==> src/sv/tsl_ram.sv <==
// tsl_ram: generic single write port, single read port ram with registered read.
// no dependencies.
`default_nettype none

module tsl_ram #(
  parameter int WIDTH = 8,
  parameter int DEPTH = 64
) (
  input  wire logic                     clk_i,
  input  wire logic                     we_i,
  input  wire logic [$clog2(DEPTH)-1:0] waddr_i,
  input  wire logic [WIDTH-1:0]         wdata_i,
  input  wire logic [$clog2(DEPTH)-1:0] raddr_i,
  output logic      [WIDTH-1:0]         rdata_o
);

  logic [WIDTH-1:0] mem_q [DEPTH];

  always_ff @(posedge clk_i) begin
    if (we_i) begin
      mem_q[waddr_i] <= wdata_i;
    end
    rdata_o <= mem_q[raddr_i];
  end

endmodule

`default_nettype wire

==> config.mk <==
export PLATFORM = sky130hd
export DESIGN_NAME = tsl_ram
export DESIGN_NICKNAME = d
export VERILOG_FILES = /design/src/sv/tsl_ram.sv
export SDC_FILE = /design/constraint.sdc
export NUM_CORES = 1
export LEC_CHECK = 0
export ABC_CLOCK_PERIOD_IN_PS = 3540
export CAP_MARGIN = 20
export CORE_ASPECT_RATIO = 1.25
export CORE_MARGIN = 1.5
export CORE_UTILIZATION = 67
export DETAILED_ROUTE_END_ITERATION = 6
export DONT_BUFFER_PORTS = 1
export MAX_ROUTING_LAYER = met4
export PLACE_DENSITY = 0.8
export SETUP_SLACK_MARGIN = 0.15
export SKIP_CTS_REPAIR_TIMING = 1
export SYNTH_ARGS = -nofsm -noshare
export SYNTH_HDL_FRONTEND = slang
export SYNTH_SLANG_ARGS = --single-unit
==> constraint.sdc <==
create_clock -name clk_i -period 3.54 [get_ports clk_i]
set_input_delay 1.062 -clock clk_i [delete_from_list [all_inputs] [get_ports clk_i]]
set_output_delay 1.062 -clock clk_i [all_outputs]
set_load 0.01 [all_outputs]
Yosys cells after proc, flatten, opt, wreduce, memory -nomap -nowiden. Memory sizes are Yosys's and may differ from the RTL's. A register that Yosys moved wholly into a read port is not among the register bits. Cells that the tools add are included.

Muxes and demuxes: 2.

Operators with widths (count): $mux 1 (2).

Register bits: 0. RAM bits: 512. Input bits: 22. Output and inout port bits: 8. Memories: 1.

Memories: mem_q (words 64, width 8, read ports 1, clocked after memory_dff 1, wr ports 1, RTL line 17) `logic [WIDTH-1:0] mem_q [DEPTH];`.

Longest topological paths before layout.
Depth after elaboration: 2. Mapped depth: 9.

Worst setup path before layout. OpenSTA, ideal clock, no wires.

Path kind: input-to-reg. From: input raddr_i[1]. To: register rdata_o[3], read port of mem_q. Setup time: 128 ps. Arrival time: 2602 ps. Data required time: 3412 ps. Slack: 810 ps. Stages on the path: 7. Path through: buf_4 > buf_2 > buf_2 > mux4_2 > mux4_2 > o21ai_1 > o41ai_1.

RTL lines: start, declared (RTL line 13) `input wire logic [$clog2(DEPTH)-1:0] raddr_i,`; end, declared (RTL line 14) `output logic [WIDTH-1:0] rdata_o`.

==> flow_metrics.py <==
metrics = {
    "synthesis": {
        "ys_types": 40,
        "synth-xor-area-share": 0,
        "syn_avg_cell_area_um2": 21.5,
        "yosysWarnings": 0,
        "synth_ff_type": "edfxtp_1",
        "yosys.area_share.simple": 0.0339,
        "synth_compound_area_frac": 0.0207,
        "syn_area_um2": 20200,
        "syn_inst": 940,
        "synth_top_family_by_area": "multiplexers",
        "synth_fa_ha_area_frac": 0,
        "synth_edf_count": 512,
        "synth_seq_cells": 520,
        "synthMuxAreaShare": 0.159,
        "synth_fp_nets": 962,
        "seq_area_frac_synth": 0.770,
        "async_reset_ff_frac": 0,
    },
    "floorplan": {
        "fp.dieH_um": 197,
        "io_pins": 30,
        "chipWidth_um": 158,
        "core_area_um2": 29400,
        "dieArea_um2": 31200,
        "initial_core_util": 0.685,
        "num_rows": 70,
    },
    "clock_network": {
        "cts_root_buffer": "clkbuf_16",
        "clock_path_buffers": 3,
        "htree_levels": 2,
        "worst_skew_pair.late_latency_ns": 0.56,
        "clock_sinks": 520,
        "path_clk_slew_ns": 0.06,
        "tritoncts": "done",
        "numCtsBuffers": 46,
    },
    "pwr": {
        "internal-power_uw": 9770,
        "power_frac_seq": 0.568,
        "p_per_area_nw_per_um2": 541,
        "switching_share": 0.189,
        "clock_power_share": 0.402,
        "p_switching_uw": 2270,
        "p_comb_frac": 0.030,
        "p_leak_uw": 0.00700,
        "vdd_drop_max_mv": 0.441,
    },
    "timing": {
        "grt_setup_unrepaired": "false",
        "finalSetupViolCount": 0,
        "tightest_slew_ns": 0.863,
        "setup-tns-final_ns": 0,
        "final.period_utilization": 0.665,
        "period_minus_slack_ns": 2.36,
        "report.final.slew_viol_count": 0,
        "max_freq_mhz": 425,
        "hold_violations": 0,
        "fin_skew_ns": 0.0161,
        "relSlewSlack": 0.422,
    },
    "setup_path": {
        "worst-setup-path-type": "primary input to flop",
        "cp.required_ns": 3.95,
        "path_cells": "mux4_2, mux2_2, a221oi_1, o2bb2ai_1",
        "slowest_stage": "a221oi_1",
        "worstPathArrival_ns": 2.76,
        "start_kind": "primary input",
        "crit_fanout": 97,
        "cp_slowest_stage_delay_ns": 0.69,
        "endpoint_kind": "flop",
    },
    "global_route": {
        "grt_first_pass_wirelength_um": 65700,
        "grt_max_degree": 138,
        "grt_usage": 0.312,
        "grt-ovfl-total": 0,
        "grt_pass1_vias": 9984,
        "antenna_found_initial": 0,
    },
    "routing": {
        "wl_um": 44500,
        "ant_nets": 0,
        "wl_per_cell_um": 31.2,
        "initialDrtViolationCount": 1310,
        "vias": 9839,
        "avgViaCountPerCell": 6.89,
        "drt_first_pass_iters": 5,
        "drc": 0,
    },
    "placed_design": {
        "hpwlAfterDp_um": 23900,
        "gp_congestion": 0.840,
        "port_buffers": 0,
        "placed_area_um2": 20800,
    },
    "worst_hold_path": {
        "hold_class": "primary input to flop",
    },
    "run_status": {
        "status": "finished, final reports clean",
    },
    "finish": {
        "nNetsFinal": 1019,
        "drive_gt1_frac": 0.259,
        "antennaDiodeCount": 0,
        "area_delta_synth_final_pct": 10.4,
        "design_area_um2": 22300,
        "fillers": 1542,
    },
    "flow_run": {
        "drv_cap": 0,
    },
}
worst paths after layout:
| path | cells past startpoint | from | slack, ns | to |
|---|---|---|---|---|
| max reg2reg | 4 | mem_q[46][0] | 1.36 | rdata_o[0] |
| min | 0 | wdata_i[5] | 0.61 | mem_q[48][5] |
| min reg2reg | 3 | mem_q[26][4] | 0.86 | rdata_o[4] |
| max | 4 | raddr_i[1] | 1.18 | rdata_o[0] |
power groups by stage:
stage               clock network [µW]  logic, µW  registers, µW
finish                            4840        363           6840
global route                      5110        377           6840
CTS                               4890        359           6840
detailed placement                   0        350           6970
global placement                     0        345           6970
floorplan                            0        363           6960
synthesized netlist by cell type (all sizes together) (2+ instances only):
cell type,instances,area (µm²)
nand4,2,12.5
o32ai,2,17.5
nand3,13,65.1
a221oi,6,52.6
nand2b,7,43.8
o221ai,8,70.1
mux2i,23,230
nor3,7,35.0
mux2,13,146
o21a,2,15.0
o2111ai,3,26.3
a211oi,4,30.0
a2111oi,2,17.5
o21ai,4,20.0
edfxtp,512,15400
o22ai,8,50.1
o41ai,2,17.5
o2bb2ai,3,26.3
clkbuf,17,63.8
mux4,126,2840
buf,34,253
nor2,83,312
nand3b,3,22.5
a21oi,3,15.0
nand2,19,71.3
dfxtp,8,160
a22oi,3,22.5
nor4,2,12.5
nor2b,14,87.6
o221a,2,22.5
kinds of logic (layout without fill, tap and decap cells):
logic type | Yosys count | count (layout)
compound gates | 54 | 54
buf+inv | 51 | 143
flops | 520 | 520
mux | 162 | 162
simple gates | 153 | 153
cell usage in the layout, fill, tap and decap left out, types with 4 or more instances in the layout:
cell and count:
mux4_2 126, a211oi_1 4, dfxtp_1 8, mux2_2 13, clkbuf_1 8, buf_4 60
nand2b_1 7, clkinv_2 9, clkinv_1 9, nor2b_1 14, nor3_1 7, nor2_1 83
nand2_1 19, nand3_1 13, mux2i_1 23, edfxtp_1 512, clkbuf_8 5, o221ai_1 8
clkbuf_16 47, o22ai_1 8, a221oi_1 6
critical path, delay by kind of cell:
family / cells / cell delay, ns
AOI/OAI and AO/OA: 2 / 0.87
muxes: 2 / 0.80
state kept, by name, indices dropped and copies added (netlist names):
name	flops
mem_q	512
rdata_o	8
stage by stage:
step	setup WS, ns	utilization	hold WS, ns	instances	total power [µW]
after CTS	1.24	0.756	0.590	1428	12100
after detailed placement	0.711	0.707	0.856	1345	7320
after global placement	0.716	0.707	0.834	1345	7310
after global routing	1.19	0.756	0.585	1428	12300
after floorplan	0.810	-	0.718	940	7320
final	1.18	0.756	0.606	1428	12000
per-layer routing:
layer / up-vias / GRT usage / share of wire
met5: - / - / 0
met4: 0 / 0.113 / 0.038
met3: 118 / 0.0640 / 0.10
met2: 623 / 0.481 / 0.50
met1: 5067 / 0.421 / 0.36
li1: 4031 / - / -
area by class of cell:
cell class / instances / area [µm²] / area share
Clock buffer: 60 / 1270 / 0.0573
Clock inverter: 23 / 189 / 0.00849
Multi-Input combinational cell: 369 / 4320 / 0.194
Sequential cell: 520 / 15500 / 0.698
Tap cell: 396 / 495 / 0.0223
Timing Repair Buffer: 60 / 450 / 0.0202
Note: power is estimated with default switching activity, not from simulation.
